### src/sv/quadrature_encoder_position_speed_core_macros.svh
// ----------------------------------------------------------------------------
// Quadrature encoder core assertion macros
// Clocked assertion shorthands that compile away when ASSERT_OFF is set.
// ----------------------------------------------------------------------------
`ifndef QUADRATURE_ENCODER_POSITION_SPEED_CORE_MACROS_SVH
`define QUADRATURE_ENCODER_POSITION_SPEED_CORE_MACROS_SVH
`ifndef ASSERT_OFF
`define QEPS_ASSERT(lbl, prop) \
  lbl: assert property (@(posedge clk_i) disable iff (!rst_ni) prop) \
    else $error("qeps assertion failed");
`define QEPS_ASSERT_NEXT(lbl, pre, post) \
  lbl: assert property (@(posedge clk_i) disable iff (!rst_ni) (pre) |=> (post)) \
    else $error("qeps sequence assertion failed");
`else
`define QEPS_ASSERT(lbl, prop)
`define QEPS_ASSERT_NEXT(lbl, pre, post)
`endif
`endif

### src/sv/qeps_pkg.sv
// ----------------------------------------------------------------------------
// Quadrature encoder core package
// Field types, request and unit codes, register indexes and reset values.
// ----------------------------------------------------------------------------
`timescale 1ns / 1ps
`default_nettype none
package qeps_pkg;

  localparam int NUM_ENC = 2;

  typedef logic [2:0]  req_type_t;
  typedef logic [1:0]  enc_sel_t;
  typedef logic [1:0]  unit_t;
  typedef logic signed [47:0] value_t;
  typedef logic [2:0]  dir_code_t;
  typedef logic [2:0]  cfg_idx_t;
  typedef logic [15:0] cfg_data_t;

  localparam req_type_t REQ_A_RISE = 3'd0;
  localparam req_type_t REQ_B_EDGE = 3'd1;
  localparam req_type_t REQ_TICK   = 3'd2;
  localparam req_type_t REQ_CLEAR  = 3'd3;

  localparam enc_sel_t SEL_ENC0 = 2'd0;
  localparam enc_sel_t SEL_ENC1 = 2'd1;
  localparam enc_sel_t SEL_BOTH = 2'd2;
  localparam enc_sel_t SEL_NONE = 2'd3;

  localparam unit_t UNIT_COUNTS = 2'd0;
  localparam unit_t UNIT_DEG    = 2'd1;
  localparam unit_t UNIT_CM     = 2'd2;
  localparam unit_t UNIT_M      = 2'd3;

  // Stored wheel direction.
  localparam logic [1:0] WDIR_CW  = 2'd0;
  localparam logic [1:0] WDIR_CCW = 2'd1;
  localparam logic [1:0] WDIR_UNK = 2'd2;

  localparam dir_code_t DIR_CW      = 3'd0;
  localparam dir_code_t DIR_CCW     = 3'd1;
  localparam dir_code_t DIR_FWD     = 3'd2;
  localparam dir_code_t DIR_BWD     = 3'd3;
  localparam dir_code_t DIR_TURN_R  = 3'd4;
  localparam dir_code_t DIR_TURN_L  = 3'd5;
  localparam dir_code_t DIR_UNKNOWN = 3'd6;

  localparam cfg_idx_t CFG_PPR   = 3'd0;
  localparam cfg_idx_t CFG_CIRC  = 3'd1;
  localparam cfg_idx_t CFG_IVL   = 3'd2;
  localparam cfg_idx_t CFG_CW0   = 3'd3;
  localparam cfg_idx_t CFG_CW1   = 3'd4;

  localparam logic [15:0] PPR_RST  = 16'd20;
  localparam logic [15:0] CIRC_RST = 16'd5120;
  localparam logic [15:0] IVL_RST  = 16'd100;

  // Unit scale factors, Q.8.
  localparam logic [26:0] K_COUNTS = 27'd256;
  localparam logic [26:0] K_DEG    = 27'd92160;

endpackage
`default_nettype wire

### src/sv/qeps_if.sv
// ----------------------------------------------------------------------------
// Quadrature encoder core channels
// Request and result channels with valid/ready handshake.
// ----------------------------------------------------------------------------
`timescale 1ns / 1ps
`default_nettype none
interface qeps_req_if;
  import qeps_pkg::*;
  logic       valid;
  logic       ready;
  req_type_t  req_type;
  enc_sel_t   encoder_sel;
  unit_t      unit_format;
  modport source (output valid, req_type, encoder_sel, unit_format, input ready);
  modport sink   (input valid, req_type, encoder_sel, unit_format, output ready);
endinterface

interface qeps_res_if;
  import qeps_pkg::*;
  logic       valid;
  logic       ready;
  value_t     position_value;
  value_t     speed_value;
  dir_code_t  direction_code;
  modport source (output valid, position_value, speed_value, direction_code, input ready);
  modport sink   (input valid, position_value, speed_value, direction_code, output ready);
endinterface
`default_nettype wire

### src/sv/quadrature_encoder_position_speed_core.sv
// ----------------------------------------------------------------------------
// Quadrature encoder position and speed core
// x1 decoding of two encoders with unit-converted position and speed readout.
// ----------------------------------------------------------------------------
// Sequence: a request runs two passes (position, speed), each of one load,
//   27 shift-add multiply steps, 60 restoring divide steps and one saturate
//   step, all on one shared 60-bit adder, then a hand-off to the result.
// Requests: one at a time; the request side is ready only idle.
// Reset: counts, deltas and B levels clear, directions go unknown, registers
//   take their default values.
`timescale 1ns / 1ps
`default_nettype none
`include "quadrature_encoder_position_speed_core_macros.svh"
module quadrature_encoder_position_speed_core (
  input  wire                  clk_i,
  input  wire                  rst_ni,
  input  wire                  cfg_we_i,
  input  qeps_pkg::cfg_idx_t   cfg_idx_i,
  input  qeps_pkg::cfg_data_t  cfg_wdata_i,
  qeps_req_if.sink             req,
  qeps_res_if.source           res
);
  import qeps_pkg::*;

  localparam logic [2:0] ST_IDLE = 3'd0;
  localparam logic [2:0] ST_LOAD = 3'd1;
  localparam logic [2:0] ST_MUL  = 3'd2;
  localparam logic [2:0] ST_DIV  = 3'd3;
  localparam logic [2:0] ST_SAT  = 3'd4;
  localparam logic [2:0] ST_DONE = 3'd5;

  localparam logic [5:0] MUL_STEPS = 6'd27;
  localparam logic [5:0] DIV_STEPS = 6'd60;
  localparam logic [59:0] POS_LIM = 60'h0007FFFFFFFFFFF;
  localparam logic [59:0] NEG_LIM = 60'h000800000000000;

  logic [15:0] ppr_q, circ_q, ivl_q;
  logic [NUM_ENC-1:0] cw_q;
  logic [31:0] pc_q [NUM_ENC];
  logic [31:0] last_q [NUM_ENC];
  logic [31:0] delta_q [NUM_ENC];
  logic [NUM_ENC-1:0] b_q;
  logic [1:0] wdir_q [NUM_ENC];

  logic [2:0]  state_q;
  logic        pass_q;
  enc_sel_t    sel_q;
  unit_t       unit_q;
  logic [5:0]  cnt_q;
  logic [59:0] prod_q, mcand_q;
  logic [26:0] mplier_q;
  logic [39:0] div_q, rem_q;
  logic        neg_q;
  value_t      pos_w_q, spd_w_q, pos_o_q, spd_o_q;
  dir_code_t   dir_q, dir_o_q;
  logic        res_valid_q;

  logic accept;
  assign accept    = req.valid && req.ready;
  assign req.ready = (state_q == ST_IDLE);

  assign res.valid          = res_valid_q;
  assign res.position_value = pos_o_q;
  assign res.speed_value    = spd_o_q;
  assign res.direction_code = dir_o_q;

  // Operand preparation for the current pass.
  logic [15:0] ppr_eff, ivl_eff;
  logic [23:0] base, base_n;
  logic [26:0] k_unit, k_1000;
  logic signed [32:0] sum;
  logic [32:0] mag;
  logic [39:0] div_spd;

  always_comb begin
    ppr_eff = (ppr_q == 16'd0) ? 16'd1 : ppr_q;
    ivl_eff = (ivl_q == 16'd0) ? 16'd1 : ivl_q;
    case (unit_q)
      UNIT_COUNTS: begin base = 24'd1; k_unit = K_COUNTS; end
      UNIT_DEG:    begin base = {8'd0, ppr_eff}; k_unit = K_DEG; end
      UNIT_CM:     begin base = {8'd0, ppr_eff}; k_unit = {11'd0, circ_q}; end
      default: begin
        base   = ({8'd0, ppr_eff} << 6) + ({8'd0, ppr_eff} << 5) + ({8'd0, ppr_eff} << 2);
        k_unit = {11'd0, circ_q};
      end
    endcase
    base_n  = (sel_q == SEL_BOTH) ? (base << 1) : base;
    k_1000  = (k_unit << 10) - (k_unit << 4) - (k_unit << 3);
    div_spd = base_n * ivl_eff;
    case (sel_q)
      SEL_ENC0: sum = pass_q ? 33'(signed'(delta_q[0])) : 33'(signed'(pc_q[0]));
      SEL_ENC1: sum = pass_q ? 33'(signed'(delta_q[1])) : 33'(signed'(pc_q[1]));
      SEL_BOTH: sum = pass_q ? 33'(signed'(delta_q[0])) + 33'(signed'(delta_q[1]))
                             : 33'(signed'(pc_q[0])) + 33'(signed'(pc_q[1]));
      default:  sum = '0;
    endcase
    mag = sum[32] ? 33'(-sum) : 33'(sum);
  end

  // Shared adder: accumulate in the multiply, trial subtract in the divide.
  logic [59:0] alu_a, alu_b, alu_s;
  logic        alu_ci;
  logic [40:0] trial;
  always_comb begin
    trial = {rem_q, prod_q[59]};
    if (state_q == ST_DIV) begin
      alu_a  = {19'd0, trial};
      alu_b  = ~{20'd0, div_q};
      alu_ci = 1'b1;
    end else begin
      alu_a  = prod_q;
      alu_b  = mcand_q;
      alu_ci = 1'b0;
    end
    alu_s = alu_a + alu_b + {59'd0, alu_ci};
  end

  logic [47:0] sat_v;
  always_comb begin
    if (!neg_q) sat_v = (prod_q > POS_LIM) ? POS_LIM[47:0] : prod_q[47:0];
    else        sat_v = (prod_q > NEG_LIM) ? NEG_LIM[47:0] : 48'(-prod_q[47:0]);
  end

  dir_code_t dir_sel;
  always_comb begin
    case (sel_q)
      SEL_ENC0, SEL_ENC1: begin
        case (wdir_q[sel_q[0]])
          WDIR_CW:  dir_sel = DIR_CW;
          WDIR_CCW: dir_sel = DIR_CCW;
          default:  dir_sel = DIR_UNKNOWN;
        endcase
      end
      SEL_BOTH: begin
        if (wdir_q[0] == WDIR_CW && wdir_q[1] == WDIR_CW)        dir_sel = DIR_FWD;
        else if (wdir_q[0] == WDIR_CCW && wdir_q[1] == WDIR_CCW) dir_sel = DIR_BWD;
        else if (wdir_q[0] == WDIR_CCW && wdir_q[1] == WDIR_CW)  dir_sel = DIR_TURN_R;
        else if (wdir_q[0] == WDIR_CW && wdir_q[1] == WDIR_CCW)  dir_sel = DIR_TURN_L;
        else                                                      dir_sel = DIR_UNKNOWN;
      end
      default: dir_sel = DIR_UNKNOWN;
    endcase
  end

  // Configuration and encoder state.
  always_ff @(posedge clk_i or negedge rst_ni) begin
    if (!rst_ni) begin
      ppr_q  <= PPR_RST;
      circ_q <= CIRC_RST;
      ivl_q  <= IVL_RST;
      cw_q   <= '1;
      b_q    <= '0;
      for (int i = 0; i < NUM_ENC; i++) begin
        pc_q[i]    <= '0;
        last_q[i]  <= '0;
        delta_q[i] <= '0;
        wdir_q[i]  <= WDIR_UNK;
      end
    end else begin
      if (cfg_we_i) begin
        unique case (cfg_idx_i)
          CFG_PPR:  ppr_q   <= cfg_wdata_i;
          CFG_CIRC: circ_q  <= cfg_wdata_i;
          CFG_IVL:  ivl_q   <= cfg_wdata_i;
          CFG_CW0:  cw_q[0] <= cfg_wdata_i[0];
          CFG_CW1:  cw_q[1] <= cfg_wdata_i[0];
          default: ;
        endcase
      end
      if (accept) begin
        unique case (req.req_type)
          REQ_A_RISE: begin
            if (req.encoder_sel == SEL_ENC0 || req.encoder_sel == SEL_ENC1) begin
              if (!b_q[req.encoder_sel[0]]) begin
                pc_q[req.encoder_sel[0]]   <= pc_q[req.encoder_sel[0]] + 32'd1;
                wdir_q[req.encoder_sel[0]] <= cw_q[req.encoder_sel[0]] ? WDIR_CW : WDIR_CCW;
              end else begin
                pc_q[req.encoder_sel[0]]   <= pc_q[req.encoder_sel[0]] - 32'd1;
                wdir_q[req.encoder_sel[0]] <= cw_q[req.encoder_sel[0]] ? WDIR_CCW : WDIR_CW;
              end
            end
          end
          REQ_B_EDGE: begin
            if (req.encoder_sel == SEL_ENC0 || req.encoder_sel == SEL_ENC1)
              b_q[req.encoder_sel[0]] <= ~b_q[req.encoder_sel[0]];
          end
          REQ_TICK: begin
            for (int i = 0; i < NUM_ENC; i++) begin
              delta_q[i] <= pc_q[i] - last_q[i];
              last_q[i]  <= pc_q[i];
            end
          end
          REQ_CLEAR: begin
            if (req.encoder_sel == SEL_ENC0 || req.encoder_sel == SEL_ENC1)
              pc_q[req.encoder_sel[0]] <= '0;
            else if (req.encoder_sel == SEL_BOTH)
              for (int i = 0; i < NUM_ENC; i++) pc_q[i] <= '0;
          end
          default: ;
        endcase
      end
    end
  end

  // Sequencer.
  always_ff @(posedge clk_i or negedge rst_ni) begin
    if (!rst_ni) begin
      state_q     <= ST_IDLE;
      pass_q      <= 1'b0;
      cnt_q       <= '0;
      res_valid_q <= 1'b0;
      sel_q       <= SEL_ENC0;
      unit_q      <= UNIT_COUNTS;
    end else begin
      // The hand-off state refills the result register itself.
      if (res_valid_q && res.ready && state_q != ST_DONE) res_valid_q <= 1'b0;
      unique case (state_q)
        ST_IDLE: begin
          if (accept) begin
            sel_q   <= req.encoder_sel;
            unit_q  <= req.unit_format;
            pass_q  <= 1'b0;
            state_q <= ST_LOAD;
          end
        end
        ST_LOAD: begin
          cnt_q   <= MUL_STEPS;
          state_q <= ST_MUL;
        end
        ST_MUL: begin
          if (cnt_q == 6'd1) begin
            cnt_q   <= DIV_STEPS;
            state_q <= ST_DIV;
          end else begin
            cnt_q <= cnt_q - 6'd1;
          end
        end
        ST_DIV: begin
          if (cnt_q == 6'd1) state_q <= ST_SAT;
          else cnt_q <= cnt_q - 6'd1;
        end
        ST_SAT: begin
          if (!pass_q) begin
            pass_q  <= 1'b1;
            state_q <= ST_LOAD;
          end else begin
            state_q <= ST_DONE;
          end
        end
        ST_DONE: begin
          if (!res_valid_q || res.ready) begin
            res_valid_q <= 1'b1;
            state_q     <= ST_IDLE;
          end
        end
        default: state_q <= ST_IDLE;
      endcase
    end
  end

  // Datapath registers.
  always_ff @(posedge clk_i) begin
    unique case (state_q)
      ST_LOAD: begin
        prod_q   <= '0;
        mcand_q  <= {27'd0, mag};
        mplier_q <= pass_q ? k_1000 : k_unit;
        div_q    <= pass_q ? div_spd : {16'd0, base_n};
        rem_q    <= '0;
        neg_q    <= sum[32];
        dir_q    <= dir_sel;
      end
      ST_MUL: begin
        if (mplier_q[0]) prod_q <= alu_s;
        mcand_q  <= mcand_q << 1;
        mplier_q <= mplier_q >> 1;
      end
      ST_DIV: begin
        // Non-negative difference means the trial subtract fits.
        if (!alu_s[59]) begin
          rem_q  <= alu_s[39:0];
          prod_q <= {prod_q[58:0], 1'b1};
        end else begin
          rem_q  <= trial[39:0];
          prod_q <= {prod_q[58:0], 1'b0};
        end
      end
      ST_SAT: begin
        if (!pass_q) pos_w_q <= sat_v;
        else         spd_w_q <= sat_v;
      end
      ST_DONE: begin
        if (!res_valid_q || res.ready) begin
          pos_o_q <= pos_w_q;
          spd_o_q <= spd_w_q;
          dir_o_q <= dir_q;
        end
      end
      default: ;
    endcase
  end

  `QEPS_ASSERT_NEXT(a_busy_after_req, accept, state_q != ST_IDLE)
  `QEPS_ASSERT(a_rem_below_div, (state_q == ST_DIV) |-> (rem_q < div_q))
  `QEPS_ASSERT_NEXT(a_sel3_zero,
    state_q == ST_DONE && sel_q == SEL_NONE && (!res_valid_q || res.ready),
    pos_o_q == '0 && spd_o_q == '0 && dir_o_q == DIR_UNKNOWN)

endmodule
`default_nettype wire
### src/flat_wrapper.sv
// flat-port wrapper written by rule: the top's interface ports become plain ports
module quadrature_encoder_position_speed_core_flat import qeps_pkg::*;
  (clk_i, rst_ni, cfg_we_i, cfg_idx_i, cfg_wdata_i, req_valid, req_req_type, req_encoder_sel, req_unit_format, req_ready, res_valid, res_position_value, res_speed_value, res_direction_code, res_ready);
  qeps_req_if req_i ();
  qeps_res_if res_i ();
  input  wire clk_i;
  input  wire rst_ni;
  input  wire cfg_we_i;
  input  qeps_pkg::cfg_idx_t cfg_idx_i;
  input  qeps_pkg::cfg_data_t cfg_wdata_i;
  input wire logic [$bits(req_i.valid)-1:0] req_valid;
  input wire logic [$bits(req_i.req_type)-1:0] req_req_type;
  input wire logic [$bits(req_i.encoder_sel)-1:0] req_encoder_sel;
  input wire logic [$bits(req_i.unit_format)-1:0] req_unit_format;
  output wire logic [$bits(req_i.ready)-1:0] req_ready;
  output wire logic [$bits(res_i.valid)-1:0] res_valid;
  output wire logic [$bits(res_i.position_value)-1:0] res_position_value;
  output wire logic [$bits(res_i.speed_value)-1:0] res_speed_value;
  output wire logic [$bits(res_i.direction_code)-1:0] res_direction_code;
  input wire logic [$bits(res_i.ready)-1:0] res_ready;
  assign req_i.valid = req_valid;
  assign req_i.req_type = req_req_type;
  assign req_i.encoder_sel = req_encoder_sel;
  assign req_i.unit_format = req_unit_format;
  assign req_ready = req_i.ready;
  assign res_valid = res_i.valid;
  assign res_position_value = res_i.position_value;
  assign res_speed_value = res_i.speed_value;
  assign res_direction_code = res_i.direction_code;
  assign res_i.ready = res_ready;
  quadrature_encoder_position_speed_core u_core (.clk_i(clk_i), .rst_ni(rst_ni), .cfg_we_i(cfg_we_i), .cfg_idx_i(cfg_idx_i), .cfg_wdata_i(cfg_wdata_i), .req(req_i), .res(res_i));
endmodule
### config.mk
export PLATFORM = sky130hd
export DESIGN_NAME = quadrature_encoder_position_speed_core_flat
export DESIGN_NICKNAME = d
export VERILOG_FILES = /design/src/sv/qeps_pkg.sv /design/src/sv/qeps_if.sv /design/src/sv/quadrature_encoder_position_speed_core.sv /design/src/flat_wrapper.sv
export VERILOG_INCLUDE_DIRS = /design/src /design/src/sv
export SDC_FILE = /design/constraint.sdc
export NUM_CORES = 2
export LEC_CHECK = 0
export ABC_AREA = 1
export BUFFER_PORTS_ARGS = -buffer_cell sky130_fd_sc_hd__buf_4
export CORE_MARGIN = 3
export CORE_UTILIZATION = 35
export CTS_BUF_LIST = sky130_fd_sc_hd__clkbuf_2
export DETAILED_ROUTE_END_ITERATION = 8
export SLEW_MARGIN = 10
export SYNTH_ARGS = -nofsm -noshare
export SYNTH_HDL_FRONTEND = slang
export SYNTH_SLANG_ARGS = --single-unit
export TNS_END_PERCENT = 30
### constraint.sdc
create_clock -name clk_i -period 23.7 [get_ports clk_i]
set_input_delay 4.74 -clock clk_i [delete_from_list [all_inputs] [get_ports clk_i]]
set_output_delay 4.74 -clock clk_i [all_outputs]
set_load 0.005 [all_outputs]
## Word-level counts from Yosys, hierarchy flattened

Index checks and enable logic that the tools add are counted.

- $lt $le $gt $ge: 7
- Reductions and logical operators: 47
- Bitwise operators: 7
- Add/sub/neg operators: 15
- Muxes and demuxes: 74
- Eq/ne operators: 31
- Multipliers: 1

Operators by type and width:

| cell | count |
|---|---|
| $mux 64 | 4 |
| $mux 60 | 3 |
| $pmux 60 s3 | 1 |
| $mux 48 | 3 |
| $mux 33 | 4 |
| $bwmux 64 | 2 |
| $mux 32 | 4 |
| $pmux 64 s2 | 1 |
| $pmux 60 s2 | 1 |
| $pmux 33 s3 | 1 |
| $pmux 40 s2 | 1 |
| $add 32x32->33 | 2 |
| $and 64x64->64 | 1 |
| $not 64->64 | 1 |
| $sub 32x32->32 | 2 |
| $add 60x1->60 | 1 |
| $add 60x60->60 | 1 |
| $gt 60x47->1 const B | 1 |
| $gt 60x48->1 const B | 1 |
| $not 40->60 | 1 |
| $pmux 27 s2 | 1 |
| $sub 27x27->27 | 2 |
| $mux 24 | 2 |
| $neg 48->48 | 1 |
| other kinds (54) | 140 |

- Input bits: 31
- Bits in registers: 689
- Word-level logic and storage cells: 215

## Logic depth before layout (Yosys ltp)

- Depth in word-level cells: 9
- Depth in mapped cells: 61
- Depth with buffers taken out: 58

## Worst setup path after synthesis

OpenSTA, ideal clock, no wires.

- Kind: reg-to-reg
- Start point: register u_core.state_q[0]
- End point: register u_core.cnt_q[4]
- Library setup time: 0.164 ns
- Stages on the path, launching flop included: 10
- Arrival: 10.068 ns
- Clock period less this slack: 10.232 ns
- Setup slack: 13.468 ns
- Cell sequence: dfrtp_1 -> inv_1 -> nor2_1 -> inv_1 -> o21ai_0 -> nor2_1 -> inv_1 -> nand3_1 -> nand2_1 -> o211ai_1

- Cells in the longest elaborated chain, start to end: 3

RTL lines:

| what | RTL line | RTL |
|---|---|---|
| start, declared | quadrature_encoder_position_speed_core.sv:45 | `logic [2:0] state_q;` |
| start signal, assigned | quadrature_encoder_position_speed_core.sv:208 | `state_q <= ST_IDLE;` |
| start signal, assigned | quadrature_encoder_position_speed_core.sv:223 | `state_q <= ST_LOAD;` |
| start signal, assigned | quadrature_encoder_position_speed_core.sv:228 | `state_q <= ST_MUL;` |
| $eq 3x2->1 or $eq 3x1->1 (tied branches) | quadrature_encoder_position_speed_core.sv:217 | `unique case (state_q)` |
| $ne 2x2->1 (no line) or $reduce_bool 3->1 (tied branches) | -- |  |
| $reduce_and 2->1 (no line) | -- |  |
| end signal, assigned | quadrature_encoder_position_speed_core.sv:235 | `cnt_q <= cnt_q - 6'd1;` |
| end signal, assigned | quadrature_encoder_position_speed_core.sv:240 | `else cnt_q <= cnt_q - 6'd1;` |
| end, declared | quadrature_encoder_position_speed_core.sv:49 | `logic [5:0] cnt_q;` |

Parallel ways exist; a longest one is shown, timed or not.
A chain may end at the register's enable or synchronous reset.

## Final worst setup path

- Start point: register u_core.ppr_q[4]
- End point: register u_core.div_q[34], data pin

- Cells in the longest elaborated chain, start to end: 7

RTL lines:

| what | RTL line | RTL |
|---|---|---|
| start, declared | quadrature_encoder_position_speed_core.sv:37 | `logic [15:0] ppr_q, circ_q, ivl_q;` |
| start signal, assigned | quadrature_encoder_position_speed_core.sv:162 | `CFG_PPR: ppr_q <= cfg_wdata_i;` |
| $logic_not 16->1 | quadrature_encoder_position_speed_core.sv:76 | `ppr_eff = (ppr_q == 16'd0) ? 16'd1 : ppr_q;` |
| $mux 16 * | quadrature_encoder_position_speed_core.sv:76 |  |
| $add 22x21->23 | quadrature_encoder_position_speed_core.sv:83 | `base = ({8'd0, ppr_eff} << 6) + ({8'd0, ppr_eff} << 5) + ({8'd0, ppr_eff} << 2);` |
| $add 24x18->24 | quadrature_encoder_position_speed_core.sv:83 |  |
| $pmux 24 s2 * | quadrature_encoder_position_speed_core.sv:78 | `case (unit_q)` |
| $mux 24 * | quadrature_encoder_position_speed_core.sv:87 | `base_n = (sel_q == SEL_BOTH) ? (base << 1) : base;` |
| $mul 24x16->40 * | quadrature_encoder_position_speed_core.sv:89 | `div_spd = base_n * ivl_eff;` |
| end signal, assigned | quadrature_encoder_position_speed_core.sv:268 | `div_q <= pass_q ? div_spd : {16'd0, base_n};` |
| end, declared | quadrature_encoder_position_speed_core.sv:52 | `logic [39:0] div_q, rem_q;` |

Every way passes the cells marked *; elsewhere a longest branch is shown, timed or not.

==> results.ini <==
[synthesis]
syn_inst = 8028
synth_top_family_by_area = simple AND/OR/NAND/NOR gates
syn_nets = 8749
synth_edf_count = 426
synth_compound_area_share_pct = 13.2
synth_adder_area_share_pct = 18.3
syn_avg_cell_area_um2 = 7.54
synth.distinct_cells = 68
synth-seq-cells = 689
muxShareOfSynthArea_pct = 0.0165
synth.yosys.warnings = 0
synth_top_flop_cell = edfxtp_1
synth_top_area_share_pct = 21.1
async_flop_share_pct = 38.2
synth_simple_gate_area_share_pct = 22.9
synth-xor-area-share_pct = 3.23
yosys.area.top_type = edfxtp_1
ys_seq_area_share_pct = 32.0
netlist_top_cells_area = edfxtp_1, nand2_1, fa_1
netlist_area_um2 = 60500

[floorplanning]
start_util_pct = 35.3
fp.coreArea_um2 = 172000
rows = 152
die_h_um = 422
die_w_um = 422
ios = 132
die_area_um2 = 178000

[clocking]
tritoncts = done
root_buffer = clkbuf_2
cts.sink_count = 689
cts_setup_buffers = 0
cts_max_path_buffers = 3
numCtsBuffers = 189
cts_resized = 0
hold_buffers = 0
clk-insertion-delay-late_ns = 1.67
clkSlewWorstSetupHoldPaths_ns = 0.10
htreeDepth = 4

[timing]
worst_pin_slew_ns = 1.09
post-route-min-period_ns = 10.38
slew_violations = 0
finalClockSkew_ns = 0.159
finalHoldViolCount = 0
setup_ws_ns = 13.32
period_share_pct = 43.8
fmax_ghz = 0.0963
slew_headroom_pct = 27.2
finalSetupViolCount = 0
rsz0062_at_grt = false
final.setup.tns_ns = 0

[placement]
gp_congestion = 0.992
pre_cts_slack_ns = 13.39
dp_hpwl_mm = 169
dp.cells = 10300
io_buffers = 131

[worst_setup_path]
cp-end-kind = flop
path_max_fanout = 19
cpPeakStageDelay_ns = 0.62
cp.required_ns = 25.09
start_kind = flop
critPathKind = reg2reg
cp_common_cell = nand2_1
critical-path-slowest-cell = dfstp_2
crit_arrival_ns = 11.77
cpLargestDelayFamily = adder cells
path_buf_inv = 8

[global_routing]
grt_start_max_net_pins = 103
grt_pass1_wl_mm = 322
antenna_found_initial = 9
grt_pass1_vias = 54100
grt.overflow.total = 0
grt_use_total_pct = 23.2

[final_layout]
synthToLayoutAreaGrowth_pct = 8.57
drive_above_1_share_pct = 7.89
nFillCells = 18200
finalNetCount = 8886
layout.cells.non_filler = 10600

[outcome]
run_status = finished clean

[route]
drt_pass1_iterations = 6
wl_per_cell_um = 19.8
antenna_left = 0
viasPerCell = 5.18
drt_wl_total_mm = 210
vias = 55000
drc = 0
initialDrtViolationCount = 4741

[hold_path]
hold_path_class = reg2reg

[run]
max_cap_violations = 0

==> cell usage in the layout (no fill, tap or decap), types with 68 or more instances in the layout <==
master and count:
nand4_1 84, nand3_1 411, buf_4 183, o22ai_1 93, inv_1 1346, o21ai_0 702, nor2_1 652, fa_1 322
dfrtp_1 251, a21oi_1 412, nand2_1 1973, edfxtp_1 426, ha_1 368, clkbuf_2 281, xor2_1 170, nor3_1 68
==> registers in the layout (all words and copies together), names as in the netlist, 3 cells and up <==
register                   cells
u_core.rem_q                  40
u_core.spd_w_q                48
u_core.ivl_q                  16
u_core.delta_q                64
u_core.dir_q                   3
u_core.mplier_q               27
u_core.ppr_q                  16
u_core.last_q                 64
u_core.pc_q                   64
u_core.circ_q                 16
u_core.wdir_q                  4
u_core.state_q                 3
u_core.cnt_q                   6
u_core.res.direction_code      3
u_core.res.speed_value        48
u_core.pos_w_q                48
u_core.prod_q                 60
u_core.res.position_value     48
u_core.div_q                  40
u_core.mcand_q                60
==> worst paths after layout <==
path	startpoint	endpoint	cells past startpoint	slack [ns]
max in group asynchronous	rst_ni	u_core.cnt_q[0]	3	18.27
worst max register to register	u_core.ppr_q[4]	u_core.div_q[34]	51	13.32
min in group asynchronous	rst_ni	u_core.last_q[62]	1	3.12
worst max-delay path	u_core.ppr_q[4]	u_core.div_q[34]	51	13.32
worst min register to register	u_core.dir_q[0]	u_core.res.direction_code[0]	0	0.40
worst min-delay path	u_core.dir_q[0]	u_core.res.direction_code[0]	0	0.40
==> kinds of logic after synthesis <==
kind of cell / Yosys count
AOI/OAI and AO/OA: 1455
and+or+nand+nor: 3349
adders and majority gates: 690
DFF: 689
xor gates and xnor gates: 223
muxes: 1
buffers and inverters: 1621
==> metrics by stage <==
stage	hold WS, ns	instance area, um2	utilization [%]
2_1_floorplan	0.400	60500	-
3_3_place_gp	0.402	63900	37.2
3_5_place_dp	0.405	63900	37.2
4_1_cts	0.396	65700	38.3
5_1_grt	0.402	65700	38.3
6_report	0.404	65700	38.3
==> routing by layer <==
layer  global-route usage [%]  up-vias  wire [um]  share of wire, %
li1                         -    26400          -                 -
met1                     31.5    26300      93400                44
met2                     37.1     1987      94900                45
met3                     4.14      376      14800               7.0
met4                     8.23        6       7400               3.5
met5                        0        -         44             0.021
==> cell usage after synthesis (all sizes together), types with 53 or more instances <==
master / n
fa: 322
xnor2: 53
nand4: 86
nand3: 419
nor3: 76
a21oi: 412
nor2: 687
xor2: 170
ha: 368
o21ai: 750
inv: 1369
o22ai: 93
buf: 81
edfxtp: 426
nand2: 1992
dfrtp: 252
clkbuf: 158
==> layout make-up <==
type                    instances  area [um2]  area share [%]
multi-input cells            5718       35000            53.2
flip-flops and latches        689       19400            29.5
inverters                    1382        5190            7.90
well taps                    2310        2890            4.40
repair buffers                185        1410            2.14
clock buffers                 281        1410            2.14
clock inverters                63         432           0.657
diodes                          5        12.5          0.0190
Power is not shown: default switching activity piles up to over one toggle a cycle in this logic, so the estimate is an artifact.
